**src/hw/rtl/acpr_pkg.sv**
```systemverilog
`timescale 1ns / 1ps

package acpr_pkg;

    // Width of the character index used for both reply strings and line echo.
    localparam int CIDX_W = 5;

    // Argument of SET_POS and SET_VEL starts right after the eight-character keyword.
    localparam logic [CIDX_W-1:0] ARG_START = 5'd8;

    // Decimal printing walks five powers of ten.
    localparam logic [2:0] LAST_POW = 3'd4;

    localparam logic [7:0] CH_CR    = 8'h0D;
    localparam logic [7:0] CH_LF    = 8'h0A;
    localparam logic [7:0] CH_MINUS = 8'h2D;
    localparam logic [7:0] CH_ZERO  = 8'h30;
    localparam logic [7:0] CH_NINE  = 8'h39;

    localparam int NUM_KW = 5;

    typedef enum logic [3:0] {
        K_LINE,
        K_OVF,
        K_SETPOS,
        K_SETVEL_OK,
        K_SETVEL_BAD,
        K_GETPOS,
        K_GETVEL,
        K_STATUS,
        K_ERR
    } reply_kind_t;

    typedef enum logic [3:0] {
        STR_CMD,
        STR_CRLF,
        STR_ERR_OVF,
        STR_ERR_VEL,
        STR_OK_POS,
        STR_OK_VEL,
        STR_ERR,
        STR_POS,
        STR_VEL,
        STR_TARGET,
        STR_SPOS,
        STR_SVEL
    } str_id_t;

    typedef enum logic [2:0] {
        KW_SETPOS,
        KW_SETVEL,
        KW_GETPOS,
        KW_GETVEL,
        KW_STATUS
    } kw_id_t;

    typedef enum logic [2:0] {
        OP_STR,
        OP_ECHO,
        OP_NUM,
        OP_DECIDE,
        OP_END
    } plan_op_t;

    typedef enum logic [1:0] {
        NUM_GOAL,
        NUM_POS,
        NUM_SPEED
    } num_sel_t;

    typedef enum logic [1:0] {
        SRC_STR,
        SRC_ECHO,
        SRC_SIGN,
        SRC_DIGIT
    } char_src_t;

    typedef enum logic [2:0] {
        CS_IDLE,
        CS_ITEM,
        CS_STR,
        CS_ECHO,
        CS_NSIGN,
        CS_NDIG
    } ctrl_state_t;

    typedef struct packed {
        plan_op_t op;
        str_id_t  str;
        num_sel_t num;
    } plan_item_t;

    // Commands from the controller to the datapath.
    typedef struct packed {
        logic              accept;
        logic              start_line;
        logic              clear_ovf;
        logic              clear_line;
        logic              set_goal;
        logic              set_step;
        logic              emit;
        char_src_t         src;
        str_id_t           str;
        logic [CIDX_W-1:0] cidx;
        logic              last;
        logic              scan;
        logic              num_load;
        num_sel_t          num_sel;
        logic              num_sub;
        logic              num_next;
    } dp_cmd_t;

    // Status from the datapath to the controller.
    typedef struct packed {
        logic              item_valid;
        logic              item_tick;
        logic              item_eol;
        logic              line_empty;
        logic              ovf;
        logic [CIDX_W-1:0] line_len;
        logic              emit_ok;
        logic              is_setpos;
        logic              is_setvel;
        logic              is_getpos;
        logic              is_getvel;
        logic              is_status;
        logic              arg_neg;
        logic              num_neg;
        logic              num_ge;
        logic              num_show;
        logic              num_last;
    } dp_status_t;

    function automatic logic [CIDX_W-1:0] str_len(str_id_t id);
        case (id)
            STR_CMD:     return 5'd4;
            STR_CRLF:    return 5'd2;
            STR_ERR_OVF: return 5'd16;
            STR_ERR_VEL: return 5'd11;
            STR_OK_POS:  return 5'd12;
            STR_OK_VEL:  return 5'd12;
            STR_ERR:     return 5'd7;
            STR_POS:     return 5'd4;
            STR_VEL:     return 5'd4;
            STR_TARGET:  return 5'd7;
            STR_SPOS:    return 5'd5;
            STR_SVEL:    return 5'd5;
            default:     return 5'd1;
        endcase
    endfunction

    // Character idx of a reply string; strings sit right-justified in a 16-byte word.
    function automatic logic [7:0] str_char(str_id_t id, logic [CIDX_W-1:0] idx);
        logic [127:0] s;
        int           p;
        case (id)
            STR_CMD:     s = 128'("CMD:");
            STR_CRLF:    s = 128'("\015\012");
            STR_ERR_OVF: s = 128'("ERROR OVERFLOW\015\012");
            STR_ERR_VEL: s = 128'("ERROR VEL\015\012");
            STR_OK_POS:  s = 128'("OK SET_POS\015\012");
            STR_OK_VEL:  s = 128'("OK SET_VEL\015\012");
            STR_ERR:     s = 128'("ERROR\015\012");
            STR_POS:     s = 128'("POS:");
            STR_VEL:     s = 128'("VEL:");
            STR_TARGET:  s = 128'("TARGET:");
            STR_SPOS:    s = 128'(" POS:");
            STR_SVEL:    s = 128'(" VEL:");
            default:     s = '0;
        endcase
        p = 8 * (int'(str_len(id)) - 1 - int'(idx));
        if (p < 0)
        begin
            p = 0;
        end
        return s[p +: 8];
    endfunction

    function automatic logic [CIDX_W-1:0] kw_len(kw_id_t k);
        case (k)
            KW_SETPOS: return 5'd8;
            KW_SETVEL: return 5'd8;
            KW_GETPOS: return 5'd7;
            KW_GETVEL: return 5'd7;
            KW_STATUS: return 5'd6;
            default:   return 5'd0;
        endcase
    endfunction

    function automatic logic [7:0] kw_char(kw_id_t k, logic [2:0] idx);
        logic [63:0] s;
        int          p;
        case (k)
            KW_SETPOS: s = 64'("SET_POS ");
            KW_SETVEL: s = 64'("SET_VEL ");
            KW_GETPOS: s = 64'("GET_POS");
            KW_GETVEL: s = 64'("GET_VEL");
            KW_STATUS: s = 64'("STATUS");
            default:   s = '0;
        endcase
        p = 8 * (int'(kw_len(k)) - 1 - int'(idx));
        if (p < 0)
        begin
            p = 0;
        end
        return s[p +: 8];
    endfunction

    function automatic logic [15:0] pow10(logic [2:0] pidx);
        case (pidx)
            3'd0:    return 16'd10000;
            3'd1:    return 16'd1000;
            3'd2:    return 16'd100;
            3'd3:    return 16'd10;
            default: return 16'd1;
        endcase
    endfunction

    function automatic plan_item_t mk_item(plan_op_t op, str_id_t s, num_sel_t n);
        plan_item_t it;
        it.op  = op;
        it.str = s;
        it.num = n;
        return it;
    endfunction

    // Reply program: the sequence of pieces that each reply kind sends.
    function automatic plan_item_t plan(reply_kind_t kind, logic [2:0] idx);
        plan_item_t it;
        it = mk_item(OP_END, STR_CMD, NUM_GOAL);
        case (kind)
            K_LINE:
            begin
                case (idx)
                    3'd0:    it = mk_item(OP_STR, STR_CMD, NUM_GOAL);
                    3'd1:    it = mk_item(OP_ECHO, STR_CMD, NUM_GOAL);
                    3'd2:    it = mk_item(OP_STR, STR_CRLF, NUM_GOAL);
                    3'd3:    it = mk_item(OP_DECIDE, STR_CMD, NUM_GOAL);
                    default: it = mk_item(OP_END, STR_CMD, NUM_GOAL);
                endcase
            end
            K_OVF:
            begin
                if (idx == 3'd0) it = mk_item(OP_STR, STR_ERR_OVF, NUM_GOAL);
            end
            K_SETPOS:
            begin
                if (idx == 3'd0) it = mk_item(OP_STR, STR_OK_POS, NUM_GOAL);
            end
            K_SETVEL_OK:
            begin
                if (idx == 3'd0) it = mk_item(OP_STR, STR_OK_VEL, NUM_GOAL);
            end
            K_SETVEL_BAD:
            begin
                if (idx == 3'd0) it = mk_item(OP_STR, STR_ERR_VEL, NUM_GOAL);
            end
            K_ERR:
            begin
                if (idx == 3'd0) it = mk_item(OP_STR, STR_ERR, NUM_GOAL);
            end
            K_GETPOS:
            begin
                case (idx)
                    3'd0:    it = mk_item(OP_STR, STR_POS, NUM_GOAL);
                    3'd1:    it = mk_item(OP_NUM, STR_CMD, NUM_POS);
                    3'd2:    it = mk_item(OP_STR, STR_CRLF, NUM_GOAL);
                    default: it = mk_item(OP_END, STR_CMD, NUM_GOAL);
                endcase
            end
            K_GETVEL:
            begin
                case (idx)
                    3'd0:    it = mk_item(OP_STR, STR_VEL, NUM_GOAL);
                    3'd1:    it = mk_item(OP_NUM, STR_CMD, NUM_SPEED);
                    3'd2:    it = mk_item(OP_STR, STR_CRLF, NUM_GOAL);
                    default: it = mk_item(OP_END, STR_CMD, NUM_GOAL);
                endcase
            end
            K_STATUS:
            begin
                case (idx)
                    3'd0:    it = mk_item(OP_STR, STR_TARGET, NUM_GOAL);
                    3'd1:    it = mk_item(OP_NUM, STR_CMD, NUM_GOAL);
                    3'd2:    it = mk_item(OP_STR, STR_SPOS, NUM_GOAL);
                    3'd3:    it = mk_item(OP_NUM, STR_CMD, NUM_POS);
                    3'd4:    it = mk_item(OP_STR, STR_SVEL, NUM_GOAL);
                    3'd5:    it = mk_item(OP_NUM, STR_CMD, NUM_SPEED);
                    3'd6:    it = mk_item(OP_STR, STR_CRLF, NUM_GOAL);
                    default: it = mk_item(OP_END, STR_CMD, NUM_GOAL);
                endcase
            end
            default: it = mk_item(OP_END, STR_CMD, NUM_GOAL);
        endcase
        return it;
    endfunction

endpackage

```
**src/hw/rtl/acpr_item_if.sv**
```systemverilog
`timescale 1ns / 1ps

// Input channel: received bytes and timer ticks.
interface acpr_item_if;
    logic       valid;
    logic       ready;
    logic       command;
    logic [7:0] rx_byte;

    modport source (output valid, output command, output rx_byte, input ready);
    modport sink (input valid, input command, input rx_byte, output ready);
endinterface

```
**src/hw/rtl/acpr_reply_if.sv**
```systemverilog
`timescale 1ns / 1ps

// Output channel: reply characters.
interface acpr_reply_if;
    logic       valid;
    logic       ready;
    logic [7:0] tx_char;
    logic       last_char;

    modport source (output valid, output tx_char, output last_char, input ready);
    modport sink (input valid, input tx_char, input last_char, output ready);
endinterface

```
**src/hw/rtl/acpr_ctrl.sv**
```systemverilog
`timescale 1ns / 1ps

module acpr_ctrl
    import acpr_pkg::*;
(
    input  logic       clk,
    input  logic       rst_n,
    input  dp_status_t st,
    output dp_cmd_t    cmd,
    output logic       item_ready
);

    ctrl_state_t       state_reg, state_next;
    reply_kind_t       kind_reg, kind_next;
    logic [2:0]        item_reg, item_next;
    logic [CIDX_W-1:0] cidx_reg, cidx_next;

    plan_item_t cur;
    plan_item_t nxt;
    logic       str_done;
    logic       echo_done;
    logic       line_end;
    logic       num_done;

    // Current and following piece of the reply program.
    assign cur       = plan(kind_reg, item_reg);
    assign nxt       = plan(kind_reg, item_reg + 3'd1);
    assign str_done  = (cidx_reg == str_len(cur.str) - 5'd1);
    assign echo_done = (cidx_reg == st.line_len - 5'd1);
    assign line_end  = st.item_valid && !st.item_tick && st.item_eol && !st.line_empty;
    assign num_done  = !st.num_ge && st.num_last && (!st.num_show || st.emit_ok);

    // Next state.
    always_comb
    begin
        state_next = state_reg;
        case (state_reg)
            CS_IDLE:
            begin
                if (line_end) state_next = CS_ITEM;
            end
            CS_ITEM:
            begin
                case (cur.op)
                    OP_STR:    state_next = CS_STR;
                    OP_ECHO:   state_next = CS_ECHO;
                    OP_NUM:    state_next = CS_NSIGN;
                    OP_DECIDE: state_next = CS_ITEM;
                    OP_END:    state_next = CS_IDLE;
                    default:   state_next = CS_IDLE;
                endcase
            end
            CS_STR:
            begin
                if (st.emit_ok && str_done) state_next = CS_ITEM;
            end
            CS_ECHO:
            begin
                if (st.emit_ok && echo_done) state_next = CS_ITEM;
            end
            CS_NSIGN:
            begin
                if (!st.num_neg || st.emit_ok) state_next = CS_NDIG;
            end
            CS_NDIG:
            begin
                if (num_done) state_next = CS_ITEM;
            end
            default: state_next = CS_IDLE;
        endcase
    end

    // Outputs and sequencing counters.
    always_comb
    begin
        cmd        = '0;
        item_ready = 1'b0;
        kind_next  = kind_reg;
        item_next  = item_reg;
        cidx_next  = cidx_reg;
        cmd.cidx   = cidx_reg;
        cmd.str    = cur.str;
        cmd.src    = SRC_STR;
        cmd.num_sel = cur.num;
        case (state_reg)
            CS_IDLE:
            begin
                item_ready = 1'b1;
                cmd.accept = st.item_valid;
                if (line_end)
                begin
                    item_next = 3'd0;
                    if (st.ovf)
                    begin
                        cmd.clear_ovf = 1'b1;
                        kind_next     = K_OVF;
                    end
                    else
                    begin
                        cmd.start_line = 1'b1;
                        kind_next      = K_LINE;
                    end
                end
            end
            CS_ITEM:
            begin
                cidx_next = '0;
                if (cur.op == OP_NUM)
                begin
                    cmd.num_load = 1'b1;
                end
                if (cur.op == OP_DECIDE)
                begin
                    cmd.clear_line = 1'b1;
                    item_next      = 3'd0;
                    if (st.is_setpos)
                    begin
                        cmd.set_goal = 1'b1;
                        kind_next    = K_SETPOS;
                    end
                    else if (st.is_setvel)
                    begin
                        if (st.arg_neg)
                        begin
                            kind_next = K_SETVEL_BAD;
                        end
                        else
                        begin
                            cmd.set_step = 1'b1;
                            kind_next    = K_SETVEL_OK;
                        end
                    end
                    else if (st.is_getpos) kind_next = K_GETPOS;
                    else if (st.is_getvel) kind_next = K_GETVEL;
                    else if (st.is_status) kind_next = K_STATUS;
                    else                   kind_next = K_ERR;
                end
            end
            CS_STR:
            begin
                cmd.src  = SRC_STR;
                cmd.emit = st.emit_ok;
                cmd.last = str_done && (nxt.op == OP_END);
                if (st.emit_ok)
                begin
                    if (str_done) item_next = item_reg + 3'd1;
                    else          cidx_next = cidx_reg + 5'd1;
                end
            end
            CS_ECHO:
            begin
                cmd.src  = SRC_ECHO;
                cmd.emit = st.emit_ok;
                cmd.scan = st.emit_ok;
                if (st.emit_ok)
                begin
                    if (echo_done) item_next = item_reg + 3'd1;
                    else           cidx_next = cidx_reg + 5'd1;
                end
            end
            CS_NSIGN:
            begin
                cmd.src  = SRC_SIGN;
                cmd.emit = st.num_neg && st.emit_ok;
            end
            CS_NDIG:
            begin
                cmd.src = SRC_DIGIT;
                if (st.num_ge)
                begin
                    cmd.num_sub = 1'b1;
                end
                else if (!st.num_show)
                begin
                    cmd.num_next = 1'b1;
                end
                else if (st.emit_ok)
                begin
                    cmd.emit     = 1'b1;
                    cmd.num_next = 1'b1;
                end
                if (num_done) item_next = item_reg + 3'd1;
            end
            default:
            begin
                item_ready = 1'b0;
            end
        endcase
    end

    always_ff @(posedge clk or negedge rst_n)
    begin
        if (!rst_n)
        begin
            state_reg <= CS_IDLE;
            kind_reg  <= K_LINE;
            item_reg  <= '0;
            cidx_reg  <= '0;
        end
        else
        begin
            state_reg <= state_next;
            kind_reg  <= kind_next;
            item_reg  <= item_next;
            cidx_reg  <= cidx_next;
        end
    end

endmodule

```
**src/hw/rtl/acpr_datapath.sv**
```systemverilog
`timescale 1ns / 1ps

module acpr_datapath
    import acpr_pkg::*;
#(
    parameter int LINE_DEPTH = 30
)
(
    input  logic        clk,
    input  logic        rst_n,
    input  logic        cfg_wr_en,
    input  logic [15:0] cfg_wr_data,
    input  logic        item_valid,
    input  logic        command,
    input  logic [7:0]  rx_byte,
    input  logic        reply_ready,
    output logic        reply_valid,
    output logic [7:0]  tx_char,
    output logic        last_char,
    input  dp_cmd_t     cmd,
    output dp_status_t  st
);

    localparam int LW = $clog2(LINE_DEPTH);
    localparam logic [LW-1:0] LEN_MAX = LW'(LINE_DEPTH - 1);

    logic [7:0]        line_mem [LINE_DEPTH];
    logic [LW-1:0]     len_reg;
    logic              ovf_reg;
    logic [15:0]       goal_reg, pos_reg, step_reg, speed_reg, tick_reg, tpu_reg;
    logic [NUM_KW-1:0] match_reg;
    logic [15:0]       val_reg;
    logic              neg_reg, act_reg;
    logic [15:0]       mag_reg;
    logic [3:0]        dig_reg;
    logic [2:0]        pidx_reg;
    logic              shown_reg, numneg_reg;
    logic              ovalid_reg, olast_reg;
    logic [7:0]        ochar_reg;

    logic              eol;
    logic              store_byte;
    logic              is_tick;
    logic [7:0]        echo_char;
    logic              echo_digit;
    logic [15:0]       arg;
    logic [15:0]       num_val;
    logic [15:0]       pow;
    logic              emit_ok;
    logic [7:0]        char_next;
    logic [15:0]       tick_next;
    logic              tick_fire;
    logic [15:0]       mpos_next, mspd_next;
    logic signed [17:0] cur_s, goal_s, spd_s, up_s, dn_s;

    assign eol        = (rx_byte == CH_CR) || (rx_byte == CH_LF);
    assign is_tick    = cmd.accept && command;
    assign store_byte = cmd.accept && !command && !eol && !ovf_reg;
    assign echo_char  = line_mem[cmd.cidx[LW-1:0]];
    assign echo_digit = (echo_char >= CH_ZERO) && (echo_char <= CH_NINE);
    assign arg        = neg_reg ? (16'd0 - val_reg) : val_reg;
    assign pow        = pow10(pidx_reg);
    assign emit_ok    = !ovalid_reg || reply_ready;

    // Line store writes.
    always_ff @(posedge clk)
    begin
        if (store_byte && (len_reg < LEN_MAX))
        begin
            line_mem[len_reg] <= rx_byte;
        end
    end

    // Line length and overflow flag.
    always_ff @(posedge clk or negedge rst_n)
    begin
        if (!rst_n)
        begin
            len_reg <= '0;
            ovf_reg <= 1'b0;
        end
        else if (cmd.clear_ovf)
        begin
            len_reg <= '0;
            ovf_reg <= 1'b0;
        end
        else if (cmd.clear_line)
        begin
            len_reg <= '0;
        end
        else if (store_byte)
        begin
            if (len_reg < LEN_MAX) len_reg <= len_reg + 1'b1;
            else                   ovf_reg <= 1'b1;
        end
    end

    // Keyword matching and argument parsing as the line is echoed.
    always_ff @(posedge clk)
    begin
        if (cmd.start_line)
        begin
            match_reg <= '1;
            val_reg   <= '0;
            neg_reg   <= 1'b0;
            act_reg   <= 1'b1;
        end
        else if (cmd.scan)
        begin
            for (int k = 0; k < NUM_KW; k++)
            begin
                if ((cmd.cidx < kw_len(kw_id_t'(k)))
                    && (echo_char != kw_char(kw_id_t'(k), cmd.cidx[2:0])))
                begin
                    match_reg[k] <= 1'b0;
                end
            end
            if ((cmd.cidx >= ARG_START) && act_reg)
            begin
                if ((cmd.cidx == ARG_START) && (echo_char == CH_MINUS))
                begin
                    neg_reg <= 1'b1;
                end
                else if (echo_digit)
                begin
                    val_reg <= (val_reg << 3) + (val_reg << 1) + {12'd0, echo_char[3:0]};
                end
                else
                begin
                    act_reg <= 1'b0;
                end
            end
        end
    end

    // Motor step toward the goal, clamped at the goal.
    assign cur_s = 18'(signed'(pos_reg));
    assign goal_s = 18'(signed'(goal_reg));
    assign spd_s = 18'(signed'(step_reg));
    assign up_s  = cur_s + spd_s;
    assign dn_s  = cur_s - spd_s;

    always_comb
    begin
        mpos_next = pos_reg;
        mspd_next = '0;
        if ((cur_s == goal_s) || (step_reg == 16'd0))
        begin
            mpos_next = pos_reg;
        end
        else if (cur_s < goal_s)
        begin
            if (up_s >= goal_s)
            begin
                mpos_next = goal_reg;
            end
            else
            begin
                mpos_next = up_s[15:0];
                mspd_next = step_reg;
            end
        end
        else
        begin
            if (dn_s <= goal_s)
            begin
                mpos_next = goal_reg;
            end
            else
            begin
                mpos_next = dn_s[15:0];
                mspd_next = 16'd0 - step_reg;
            end
        end
    end

    assign tick_next = tick_reg + 16'd1;
    assign tick_fire = (tick_next >= tpu_reg);

    // Motion registers, timer and update period.
    always_ff @(posedge clk or negedge rst_n)
    begin
        if (!rst_n)
        begin
            goal_reg  <= '0;
            pos_reg   <= '0;
            step_reg  <= 16'd1;
            speed_reg <= '0;
            tick_reg  <= '0;
            tpu_reg   <= 16'd50;
        end
        else
        begin
            if (cfg_wr_en) tpu_reg <= cfg_wr_data;
            if (cmd.set_goal) goal_reg <= arg;
            if (cmd.set_step) step_reg <= arg;
            if (is_tick)
            begin
                if (tick_fire)
                begin
                    tick_reg  <= '0;
                    pos_reg   <= mpos_next;
                    speed_reg <= mspd_next;
                end
                else
                begin
                    tick_reg <= tick_next;
                end
            end
        end
    end

    // Decimal conversion by repeated subtraction of powers of ten.
    always_comb
    begin
        case (cmd.num_sel)
            NUM_GOAL:  num_val = goal_reg;
            NUM_POS:   num_val = pos_reg;
            NUM_SPEED: num_val = speed_reg;
            default:   num_val = '0;
        endcase
    end

    always_ff @(posedge clk)
    begin
        if (cmd.num_load)
        begin
            numneg_reg <= num_val[15];
            mag_reg    <= num_val[15] ? (16'd0 - num_val) : num_val;
            dig_reg    <= '0;
            pidx_reg   <= '0;
            shown_reg  <= 1'b0;
        end
        else if (cmd.num_sub)
        begin
            mag_reg <= mag_reg - pow;
            dig_reg <= dig_reg + 4'd1;
        end
        else if (cmd.num_next)
        begin
            pidx_reg  <= pidx_reg + 3'd1;
            dig_reg   <= '0;
            shown_reg <= shown_reg || (dig_reg != 4'd0);
        end
    end

    // Reply character selection.
    always_comb
    begin
        case (cmd.src)
            SRC_STR:   char_next = str_char(cmd.str, cmd.cidx);
            SRC_ECHO:  char_next = echo_char;
            SRC_SIGN:  char_next = CH_MINUS;
            SRC_DIGIT: char_next = CH_ZERO + {4'd0, dig_reg};
            default:   char_next = CH_ZERO;
        endcase
    end

    // Output register holds one character until its transfer.
    always_ff @(posedge clk or negedge rst_n)
    begin
        if (!rst_n)
        begin
            ovalid_reg <= 1'b0;
        end
        else if (cmd.emit)
        begin
            ovalid_reg <= 1'b1;
        end
        else if (reply_ready)
        begin
            ovalid_reg <= 1'b0;
        end
    end

    always_ff @(posedge clk)
    begin
        if (cmd.emit)
        begin
            ochar_reg <= char_next;
            olast_reg <= cmd.last;
        end
    end

    assign reply_valid = ovalid_reg;
    assign tx_char     = ochar_reg;
    assign last_char   = olast_reg;

    // Status toward the controller.
    always_comb
    begin
        st            = '0;
        st.item_valid = item_valid;
        st.item_tick  = command;
        st.item_eol   = eol;
        st.line_empty = (len_reg == '0);
        st.ovf        = ovf_reg;
        st.line_len   = CIDX_W'(len_reg);
        st.emit_ok    = emit_ok;
        st.is_setpos  = match_reg[KW_SETPOS] && (st.line_len >= ARG_START);
        st.is_setvel  = match_reg[KW_SETVEL] && (st.line_len >= ARG_START);
        st.is_getpos  = match_reg[KW_GETPOS] && (st.line_len == kw_len(KW_GETPOS));
        st.is_getvel  = match_reg[KW_GETVEL] && (st.line_len == kw_len(KW_GETVEL));
        st.is_status  = match_reg[KW_STATUS] && (st.line_len == kw_len(KW_STATUS));
        st.arg_neg    = arg[15];
        st.num_neg    = numneg_reg;
        st.num_ge     = (mag_reg >= pow);
        st.num_show   = (dig_reg != 4'd0) || shown_reg || (pidx_reg == LAST_POW);
        st.num_last   = (pidx_reg == LAST_POW);
    end

endmodule

```
**src/hw/rtl/ascii_command_position_ramp_top.sv**
```systemverilog
`timescale 1ns / 1ps
// ASCII command interpreter with a ramped motor position.
// Channel item (sink): command 0 carries a received byte in rx_byte, command 1 is a
// timer tick. Channel reply (source): one reply character per transfer in tx_char,
// last_char high on the final character of a reply. cfg_wr_en/cfg_wr_data write
// ticks_per_update (reset 50) and are to be used only while the block is idle;
// the block itself does not enforce this. Throughput: a tick or an ordinary byte
// is taken as soon as it is offered, and item.ready stays high so such items may
// arrive every cycle. A CR or LF that ends a non-empty line starts a reply:
// item.ready drops until the whole reply has been handed to the output register.
// Each reply character is handed on as soon as the output register can take it;
// each reply piece also passes through a sequencing state, and each decimal
// number is formed digit by digit by repeated subtraction of powers of ten.
// Stalls: when reply.ready is low, the output register holds its character and the
// sequencer waits; nothing is dropped. Reset clears the line, position, goal and
// speed, sets the step speed to one and the period to 50; no reply is pending.
module ascii_command_position_ramp_top
    import acpr_pkg::*;
#(
    parameter int LINE_DEPTH = 30
)
(
    input  logic          clk,
    input  logic          rst_n,
    input  logic          cfg_wr_en,
    input  logic [15:0]   cfg_wr_data,
    acpr_item_if.sink     item,
    acpr_reply_if.source  reply
);

    dp_cmd_t    cmd;
    dp_status_t st;
    logic       item_ready;

    assign item.ready = item_ready;

    acpr_ctrl u_ctrl (
        .clk        (clk),
        .rst_n      (rst_n),
        .st         (st),
        .cmd        (cmd),
        .item_ready (item_ready)
    );

    acpr_datapath #(
        .LINE_DEPTH (LINE_DEPTH)
    ) u_datapath (
        .clk         (clk),
        .rst_n       (rst_n),
        .cfg_wr_en   (cfg_wr_en),
        .cfg_wr_data (cfg_wr_data),
        .item_valid  (item.valid),
        .command     (item.command),
        .rx_byte     (item.rx_byte),
        .reply_ready (reply.ready),
        .reply_valid (reply.valid),
        .tx_char     (reply.tx_char),
        .last_char   (reply.last_char),
        .cmd         (cmd),
        .st          (st)
    );

endmodule

```
**src/flat_wrapper.sv**
```systemverilog
// flat-port wrapper written by rule: the top's interface ports become plain ports
module ascii_command_position_ramp_top_flat import acpr_pkg::*;
#(
    parameter int LINE_DEPTH = 30
)
  (clk, rst_n, cfg_wr_en, cfg_wr_data, item_valid, item_command, item_rx_byte, item_ready, reply_valid, reply_tx_char, reply_last_char, reply_ready);
  acpr_item_if item_i ();
  acpr_reply_if reply_i ();
  input  logic clk;
  input  logic rst_n;
  input  logic cfg_wr_en;
  input  logic [15:0] cfg_wr_data;
  input wire logic [$bits(item_i.valid)-1:0] item_valid;
  input wire logic [$bits(item_i.command)-1:0] item_command;
  input wire logic [$bits(item_i.rx_byte)-1:0] item_rx_byte;
  output wire logic [$bits(item_i.ready)-1:0] item_ready;
  output wire logic [$bits(reply_i.valid)-1:0] reply_valid;
  output wire logic [$bits(reply_i.tx_char)-1:0] reply_tx_char;
  output wire logic [$bits(reply_i.last_char)-1:0] reply_last_char;
  input wire logic [$bits(reply_i.ready)-1:0] reply_ready;
  assign item_i.valid = item_valid;
  assign item_i.command = item_command;
  assign item_i.rx_byte = item_rx_byte;
  assign item_ready = item_i.ready;
  assign reply_valid = reply_i.valid;
  assign reply_tx_char = reply_i.tx_char;
  assign reply_last_char = reply_i.last_char;
  assign reply_i.ready = reply_ready;
  ascii_command_position_ramp_top #(.LINE_DEPTH(LINE_DEPTH)) u_core (.clk(clk), .rst_n(rst_n), .cfg_wr_en(cfg_wr_en), .cfg_wr_data(cfg_wr_data), .item(item_i), .reply(reply_i));
endmodule
```
**config.mk**
```make
export PLATFORM = sky130hd
export DESIGN_NAME = ascii_command_position_ramp_top_flat
export DESIGN_NICKNAME = d
export VERILOG_FILES = /design/src/hw/rtl/acpr_pkg.sv /design/src/hw/rtl/acpr_item_if.sv /design/src/hw/rtl/acpr_reply_if.sv /design/src/hw/rtl/acpr_ctrl.sv /design/src/hw/rtl/acpr_datapath.sv /design/src/hw/rtl/ascii_command_position_ramp_top.sv /design/src/flat_wrapper.sv
export SDC_FILE = /design/constraint.sdc
export NUM_CORES = 1
export LEC_CHECK = 0
export CAP_MARGIN = 20
export CORE_MARGIN = 2
export CORE_UTILIZATION = 25
export DETAILED_ROUTE_END_ITERATION = 12
export DONT_BUFFER_PORTS = 1
export PLACE_DENSITY_LB_ADDON = 0.3
export SYNTH_ARGS = -nofsm -noshare
export SYNTH_HDL_FRONTEND = slang
export SYNTH_SLANG_ARGS = --single-unit
```
**constraint.sdc**
```tcl
create_clock -name clk -period 5.1 [get_ports clk]
set_input_delay 0.765 -clock clk [delete_from_list [all_inputs] [get_ports clk]]
set_output_delay 0.765 -clock clk [all_outputs]
set_load 0.02 [all_outputs]
```
==> results of run 1 <==
-- stage by stage --
| step | cell area [um2] | total power (W) | hold slack (ns) | TNS (ns) |
|---|---|---|---|---|
| detailed placement | 28200 | 0.00904 | 0.452 | 0 |
| CTS | 30000 | 0.0128 | 0.150 | 0 |
| floorplan | 26000 | 0.00751 | 0.431 | 0 |
| global placement | 28200 | 0.00911 | 0.450 | 0 |
| global route | 30200 | 0.0136 | 0.130 | -0.00984 |
| finish | 30200 | 0.0129 | 0.103 | 0 |
-- critical path, stage by stage (launching register included) --
cell and delay [ns]:
sky130_fd_sc_hd__dfrtp_2 0.41, sky130_fd_sc_hd__or3b_2 0.48, sky130_fd_sc_hd__a211oi_2 0.19, sky130_fd_sc_hd__a211o_1 0.20, sky130_fd_sc_hd__ha_2 0.20, sky130_fd_sc_hd__nand2_1 0.06
sky130_fd_sc_hd__and3_1 0.17, sky130_fd_sc_hd__a21oi_2 0.14, sky130_fd_sc_hd__inv_1 0.09, sky130_fd_sc_hd__ha_4 0.28, sky130_fd_sc_hd__inv_1 0.04, sky130_fd_sc_hd__ha_1 0.27
sky130_fd_sc_hd__nor2b_1 0.14, sky130_fd_sc_hd__o31a_1 0.27, sky130_fd_sc_hd__or2_4 0.26, sky130_fd_sc_hd__or3_4 0.44, sky130_fd_sc_hd__a21oi_4 0.25, sky130_fd_sc_hd__o32ai_1 0.11
sky130_fd_sc_hd__mux2i_1 0.25, sky130_fd_sc_hd__o21ai_0 0.15, sky130_fd_sc_hd__a31o_2 0.22
-- worst min path at each step --
stage	endpoint	slack (ns)	cells past startpoint
final	u_core.u_datapath.pos_reg[8]$_DFFE_PN0P_	0.10	1
after global routing	u_core.u_datapath.pos_reg[8]$_DFFE_PN0P_	0.13	1
after CTS	u_core.u_datapath.pos_reg[9]$_DFFE_PN0P_	0.15	1
after detailed placement	u_core.u_datapath.act_reg$_SDFFE_PP1P_	0.45	2
after global placement	u_core.u_datapath.act_reg$_SDFFE_PP1P_	0.45	2
after floorplan	u_core.u_datapath.shown_reg$_SDFFE_PP0P_	0.43	2
-- cell type report --
cell class / instances / area share [%]
Clock buffer: 59 / 4.18
Inverter: 125 / 1.57
Sequential cell: 415 / 38.3
Tap cell: 1380 / 5.72
Timing Repair Buffer: 132 / 3.67
Multi-Input combinational cell: 1841 / 45.1
Clock inverter: 31 / 1.44
-- cell families after synthesis --
logic type | count (synthesis) | synth area share (%)
mux | 112 | 7.92
flops | 415 | 44.6
fa+ha+maj | 200 | 9.88
simple gates | 762 | 13.9
xor+xnor | 129 | 4.36
buf+inv | 244 | 3.68
compound gates | 637 | 15.7
-- per-layer routing --
metal	up-vias	share of wire, %	track usage, %
met3	125	4.9	1.92
met4	0	2.5	3.57
met2	515	47	22.9
met1	9771	46	18.8
met5	-	0	0
li1	9445	-	-
-- power groups by stage --
stage | clock network, W | logic, W | registers, W
after floorplan | 0 | 0.00348 | 0.00403
after global placement | 0 | 0.00498 | 0.00412
after global routing | 0.00392 | 0.00559 | 0.00407
after CTS | 0.00381 | 0.00498 | 0.00405
final | 0.00371 | 0.00511 | 0.00405
after detailed placement | 0 | 0.00492 | 0.00412
-- what timing repair did --
action,in CTS,in global routing
hold buffers,2,0
gates cloned,0,1
gates resized for setup,2,42
setup endpoints to repair,3,40
setup buffers,0,9
endpoints found under the hold margin,114,0
pin swaps,0,10
-- cells in the mapped netlist (13+ instances only) --
master,number
sky130_fd_sc_hd__xor2_1,57
sky130_fd_sc_hd__o21a_1,14
sky130_fd_sc_hd__nor2b_1,14
sky130_fd_sc_hd__nand3_1,84
sky130_fd_sc_hd__dfxtp_1,31
sky130_fd_sc_hd__mux4_2,71
sky130_fd_sc_hd__inv_1,121
sky130_fd_sc_hd__nor3_1,43
sky130_fd_sc_hd__buf_2,16
sky130_fd_sc_hd__or3_1,18
sky130_fd_sc_hd__clkbuf_1,91
sky130_fd_sc_hd__a21o_1,19
sky130_fd_sc_hd__dfrtp_1,114
sky130_fd_sc_hd__o211ai_1,25
sky130_fd_sc_hd__nor4_1,13
sky130_fd_sc_hd__mux2i_1,18
sky130_fd_sc_hd__xnor2_1,72
sky130_fd_sc_hd__or2_2,19
sky130_fd_sc_hd__a21oi_1,148
sky130_fd_sc_hd__edfxtp_1,266
sky130_fd_sc_hd__a31oi_1,20
sky130_fd_sc_hd__mux2_2,21
sky130_fd_sc_hd__and3_1,22
sky130_fd_sc_hd__nand2b_1,43
sky130_fd_sc_hd__o22ai_1,15
sky130_fd_sc_hd__nand2_1,225
sky130_fd_sc_hd__o21ai_0,206
sky130_fd_sc_hd__o31ai_1,31
sky130_fd_sc_hd__nor2_1,208
sky130_fd_sc_hd__ha_1,191
sky130_fd_sc_hd__a2111oi_0,14
sky130_fd_sc_hd__a211oi_1,15
sky130_fd_sc_hd__nand4_1,25
==> summary.txt, run 1 <==
run status: completed
boundary pin count: 41
end of the worst register-to-register path: u_core.u_datapath.tx_char[2]$_DFFE_PP_
number of detailed-routing iterations run before antenna repair: 7
power share of the clock group: 28.8%
highest net fanout along the worst path: 7
FF+latch count, synth: 415
Pins Over Slew Limit: 0
sum of routed wire length over all layers: 75,400 um
CP startpoint kind: flop
fillers: 10,706
Die Y-Extent: 326 um
post-synth cell types: 87
worst hold-check path type: in -> async
cts bufs inserted: 48
drc violations: 0
final critical delay including setup and external delays: 4.87 ns
cell count after placement: 3,881
Final Hold Vio Count: 0
number of antenna violations at the first check in global routing: 1
post-DR vias/cell: 4.99
number of diodes added for antenna fixing: 0
Mapped Area: 25,900 um2
first-pass GRT wire length: 116,000 um
worst setup slack after layout: 0.227 ns
largest net degree at the start of global routing: 115
part of the cycle the worst path needs: 95.6%
syn_nets: 2,728
power per cell area: 426 nW/um2
clock transition at the register clock pins on the worst setup and hold paths after CTS: 0.07 ns
FFs w/ async S/R, synth: 28.4%
number of setup violations in the final report: 0
remaining global-route overflow: 0
Die X: 326 um
Synth top area share: 30.8%
overall global routing resource usage: 13.8%
EDFF count, synth: 266
CP Launch Point: u_core.u_ctrl.kind_reg[1]$_DFFE_PN0P_
routed vias: 19,856
CTS tree: done
sequential share of power: 31.5%
syn_area_per_cell: 10.4 um2
register name with the most flops: u_core.u_datapath.line_mem
instance count of the mapped netlist: 2,499
internal power: 0.00813 W
number of cell instances on the worst register-to-register path: 20
Critical Path End: u_core.u_datapath.tx_char[2]$_DFFE_PP_
critical path capture point type: flop
top library cells by usage in the layout, fill and taps aside: sky130_fd_sc_hd__edfxtp_1 (266), sky130_fd_sc_hd__nand2_1 (223), sky130_fd_sc_hd__nor2_1 (204)
H-tree depth: 2
HPWL reported at the end of detailed placement: 54,000 um
flip-flop count of the largest register after layout: 240
number of port buffers: 0
top area cells in the synthesized netlist: sky130_fd_sc_hd__edfxtp_1 (31%), sky130_fd_sc_hd__dfrtp_1 (11%), sky130_fd_sc_hd__ha_1 (9.2%)
largest area contributor in the netlist: sky130_fd_sc_hd__edfxtp_1
Sw Pwr: 0.00474 W
Max Cap Violations: 0
Die ar.: 106,000 um2
most used flip-flop cell after synthesis: sky130_fd_sc_hd__edfxtp_1
data arrival at the endpoint of the critical path: 5.24 ns
share of the core filled with cells in the final layout: 29.3%
sequential share of the synthesized area: 44.6%
synthesis-to-layout area growth: 16.5%
clock latency on the worst-skew pair: 0.64 ns
Initial Utilization: 25.1%
most common cell after layout, fill and taps aside: sky130_fd_sc_hd__edfxtp_1
detailed router's first-iteration violation count: 1,757
worst vdd rail ir drop: 270 uV
core outline area: 103,000 um2
Yosys Warn Count: 0
relative slew slack: 30.8%
master cell of the clock root buffer: sky130_fd_sc_hd__clkbuf_16
clock sink total: 415
critical register-to-register path startpoint: u_core.u_ctrl.kind_reg[1]$_DFFE_PN0P_
combinational group share of total power: 39.7%
reg2reg setup slack: 0.23 ns
footprint of the flip-flops and latches: 11,600 um2
Antenna Violating Nets Remaining: 0
number of nets in the finished design: 2,792
slew at the pin with the worst max-slew slack: 1.03 ns
last weighted congestion value of the routability-driven placer: 0.904
Switching Fraction: 36.8%
clock tree buffer depth: 3
post-route clock skew: 0.0550 ns
num rows: 118
type of the setup path with the least slack: reg -> reg
area occupied by multi-input gates: 13,600 um2
share of cells above drive strength 1: 15.0%
Leak: 11.5 nW
maximum clock frequency: 205 MHz
Post-Layout Cell Count: 3,983
via count of the first global-routing pass: 19,200
pre-CTS setup slack: 0.0111 ns
post-DR wirelength/cell: 18.9 um
Req. time, crit path: 5.47 ns
No activity file was read; power rests on OpenSTA's default activity.
==> run 2: changes to the inputs <==
==> constraint.sdc (replaced) <==
create_clock -name clk -period 5.1 [get_ports clk]
set_input_delay 0.51 -clock clk [delete_from_list [all_inputs] [get_ports clk]]
set_output_delay 0.51 -clock clk [all_outputs]
set_load 0.02 [all_outputs]
==> run 2 against run 1 <==
Effect of this change: worst hold slack lost 0.067 ns; critical path depth did not move; critical path type unchanged; design area up 0.70%; highest routed layer unchanged; sequential power barely moved; sequential share of layout area down 0.27 points; maximum frequency barely moved; utilization is 0.21 points higher; global-route usage grew 0.14 points; via count about the same; total power grew 0.39%; critical endpoint is now u_core.u_datapath.tx_char[1]$_DFFE_PP_; flip-flop and latch count unchanged.
==> summary.txt, run 2 (synthesized netlist as in run 1, its figures left out) <==
post-DR vias/cell: 4.97 (was 4.99)
Initial Utilization: 25.1% (unchanged)
post-route clock skew: 0.0559 ns (was 0.0550 ns)
number of port buffers: 0 (unchanged)
first-pass GRT wire length: 117,000 um (was 116,000 um)
num rows: 118 (unchanged)
post-DR wirelength/cell: 19.1 um (was 18.9 um)
boundary pin count: 41 (unchanged)
clock tree buffer depth: 3 (unchanged)
last weighted congestion value of the routability-driven placer: 0.904 (unchanged)
number of nets in the finished design: 2,805 (was 2,792)
flip-flop count of the largest register after layout: 240 (unchanged)
synthesis-to-layout area growth: 17.3% (was 16.5%)
end of the worst register-to-register path: u_core.u_datapath.tx_char[1]$_DFFE_PP_ (was u_core.u_datapath.tx_char[2]$_DFFE_PP_)
part of the cycle the worst path needs: 95.5% (was 95.6%)
drc violations: 0 (unchanged)
via count of the first global-routing pass: 19,244 (was 19,200)
highest net fanout along the worst path: 7 (unchanged)
run status: completed (unchanged)
clock sink total: 415 (unchanged)
number of diodes added for antenna fixing: 0 (unchanged)
Final Hold Vio Count: 0 (unchanged)
cts bufs inserted: 48 (unchanged)
top library cells by usage in the layout, fill and taps aside: sky130_fd_sc_hd__edfxtp_1 (266), sky130_fd_sc_hd__nand2_1 (223), sky130_fd_sc_hd__nor2_1 (204) (unchanged)
register name with the most flops: u_core.u_datapath.line_mem (unchanged)
share of cells above drive strength 1: 15.2% (was 15.0%)
clock latency on the worst-skew pair: 0.64 ns (about the same)
overall global routing resource usage: 13.9% (was 13.8%)
slew at the pin with the worst max-slew slack: 1.03 ns (about the same)
maximum clock frequency: 205 MHz (about the same)
power per cell area: 425 nW/um2 (was 426 nW/um2)
final critical delay including setup and external delays: 4.87 ns (about the same)
CTS tree: done (unchanged)
H-tree depth: 2 (unchanged)
most common cell after layout, fill and taps aside: sky130_fd_sc_hd__edfxtp_1 (unchanged)
Power, Total: 0.0129 W (about the same)
routed vias: 19,871 (was 19,856)
HPWL reported at the end of detailed placement: 54,000 um (unchanged)
type of the setup path with the least slack: reg -> reg (unchanged)
final design instance area without fill: 30,400 um2 (was 30,200 um2)
critical register-to-register path startpoint: u_core.u_ctrl.kind_reg[1]$_DFFE_PN0P_ (unchanged)
largest net degree at the start of global routing: 119 (was 115)
core outline area: 103,000 um2 (unchanged)
Req. time, crit path: 5.47 ns (about the same)
number of antenna violations at the first check in global routing: 1 (unchanged)
hold path cells: 2
number of cell instances on the worst register-to-register path: 20 (unchanged)
Antenna Violating Nets Remaining: 0 (unchanged)
share of the core filled with cells in the final layout: 29.5% (was 29.3%)
sum of routed wire length over all layers: 76,200 um (was 75,400 um)
number of detailed-routing iterations run before antenna repair: 7 (unchanged)
reg2reg setup slack: 0.23 ns (about the same)
relative slew slack: 31.1% (was 30.8%)
placement-stage cell area: 28,200 um2 (unchanged)
Die Y-Extent: 326 um (unchanged)
Pins Over Slew Limit: 0 (unchanged)
Die X: 326 um (unchanged)
Die ar.: 106,000 um2 (unchanged)
Leak: 11.6 nW (was 11.5 nW)
CP startpoint kind: flop (unchanged)
clock transition at the register clock pins on the worst setup and hold paths after CTS: 0.06 ns (was 0.07 ns)
master cell of the clock root buffer: sky130_fd_sc_hd__clkbuf_16 (unchanged)
remaining global-route overflow: 0 (unchanged)
worst vdd rail ir drop: 280 uV (was 270 uV)
data arrival at the endpoint of the critical path: 5.24 ns (about the same)
detailed router's first-iteration violation count: 1,617 (was 1,757)
startpoint of the tightest hold check path: cfg_wr_en
Max Cap Violations: 0 (unchanged)
end point of the worst hold path: u_core.u_datapath.tpu_reg[5]$_DFFE_PN1P_
number of setup violations in the final report: 0 (unchanged)
worst hold-check path type: in -> reg (was in -> async)
critical path capture point type: flop (unchanged)
## run 2: changes by cell type in the layout (fill, tap and decap cells not counted)
cell / change
sky130_fd_sc_hd__dlygate4sd3_1: +5
sky130_fd_sc_hd__buf_12: +6
sky130_fd_sc_hd__buf_16: +1
sky130_fd_sc_hd__buf_8: +1
## run 2: layout make-up
class                      count  area [um2]
clock inverter                31         434
inverter                     125         473
fill                       10694       72800
sequential                   415       11600
multi-input combinational   1841       13600
tap                         1380        1730
clock buffer                  59        1260
timing repair buffer         145        1320
## run 2: power breakdown
group | switching, W | internal, W | leakage (nW) | total (W)
clock | 0.00156 | 0.00215 | 0.805 | 0.00371
sequential | 0.000212 | 0.00384 | 4.23 | 0.00405
combinational | 0.00300 | 0.00216 | 6.58 | 0.00516
total | 0.00477 | 0.00815 | 11.6 | 0.0129
## run 2: timing repair
item | in CTS | in global routing
resized for setup | 2 | 42
buffers inserted | 0 | 9
hold endpoints to repair | 369 | 0
endpoints found under the setup margin | 3 | 40
hold buffers | 13 | 0
pin swaps | 0 | 10
gates cloned | 0 | 1
## run 2: worst max-delay path: stages (launching register included)
cell and delay, ns:
sky130_fd_sc_hd__dfrtp_2 0.41, sky130_fd_sc_hd__or3b_2 0.48, sky130_fd_sc_hd__a211oi_2 0.19, sky130_fd_sc_hd__a211o_1 0.21, sky130_fd_sc_hd__ha_2 0.20, sky130_fd_sc_hd__nand2_1 0.06
sky130_fd_sc_hd__and3_1 0.18, sky130_fd_sc_hd__a21oi_2 0.14, sky130_fd_sc_hd__inv_1 0.09, sky130_fd_sc_hd__ha_4 0.28, sky130_fd_sc_hd__inv_1 0.04, sky130_fd_sc_hd__ha_1 0.27
sky130_fd_sc_hd__nor2b_1 0.14, sky130_fd_sc_hd__o31a_1 0.27, sky130_fd_sc_hd__or2_4 0.26, sky130_fd_sc_hd__or3_4 0.44, sky130_fd_sc_hd__a21oi_4 0.26, sky130_fd_sc_hd__o221a_2 0.22
sky130_fd_sc_hd__a31oi_1 0.04, sky130_fd_sc_hd__nand2b_1 0.16, sky130_fd_sc_hd__a211o_1 0.29
## run 2: per-stage QoR
stage	hold slack (ns)	setup slack (ns)	setup TNS, ns	cells
finish	0.0365	0.230	0	3996
global route	0.0200	-0.00984	-0.00984	3996
CTS	0.00673	0.0879	0	3984
detailed placement	0.238	0.0111	0	3881
global placement	0.239	0.0278	0	3881
floorplan	0.214	0.00211	0	2499
## run 2: layer usage
layer	vias up	GRT usage (%)	wire (um)
li1	9480	-	-
met1	9836	19.1	35300
met2	440	23.1	35800
met3	115	1.82	3250
met4	0	3.57	1870
met5	-	0	0
## run 2: worst max path at each step
stage | from | end | slack (ns) | depth (start not counted)
2_1_floorplan | u_core.u_ctrl.kind_reg[1]$_DFFE_PN0P_ | u_core.u_datapath.tx_char[1]$_DFFE_PP_ | 0.002 | 24
3_3_place_gp | u_core.u_ctrl.item_reg[0]$_DFFE_PN0P_ | u_core.u_datapath.tx_char[1]$_DFFE_PP_ | 0.03 | 23
3_5_place_dp | u_core.u_ctrl.item_reg[0]$_DFFE_PN0P_ | u_core.u_datapath.tx_char[1]$_DFFE_PP_ | 0.01 | 23
4_1_cts | u_core.u_ctrl.item_reg[0]$_DFFE_PN0P_ | u_core.u_datapath.tx_char[4]$_DFFE_PP_ | 0.09 | 23
5_1_grt | u_core.u_datapath.step_reg[3]$_DFFE_PN0P_ | u_core.u_datapath.speed_reg[8]$_DFFE_PN0P_ | -0.01 | 20
6_report | u_core.u_ctrl.kind_reg[1]$_DFFE_PN0P_ | u_core.u_datapath.tx_char[1]$_DFFE_PP_ | 0.23 | 20
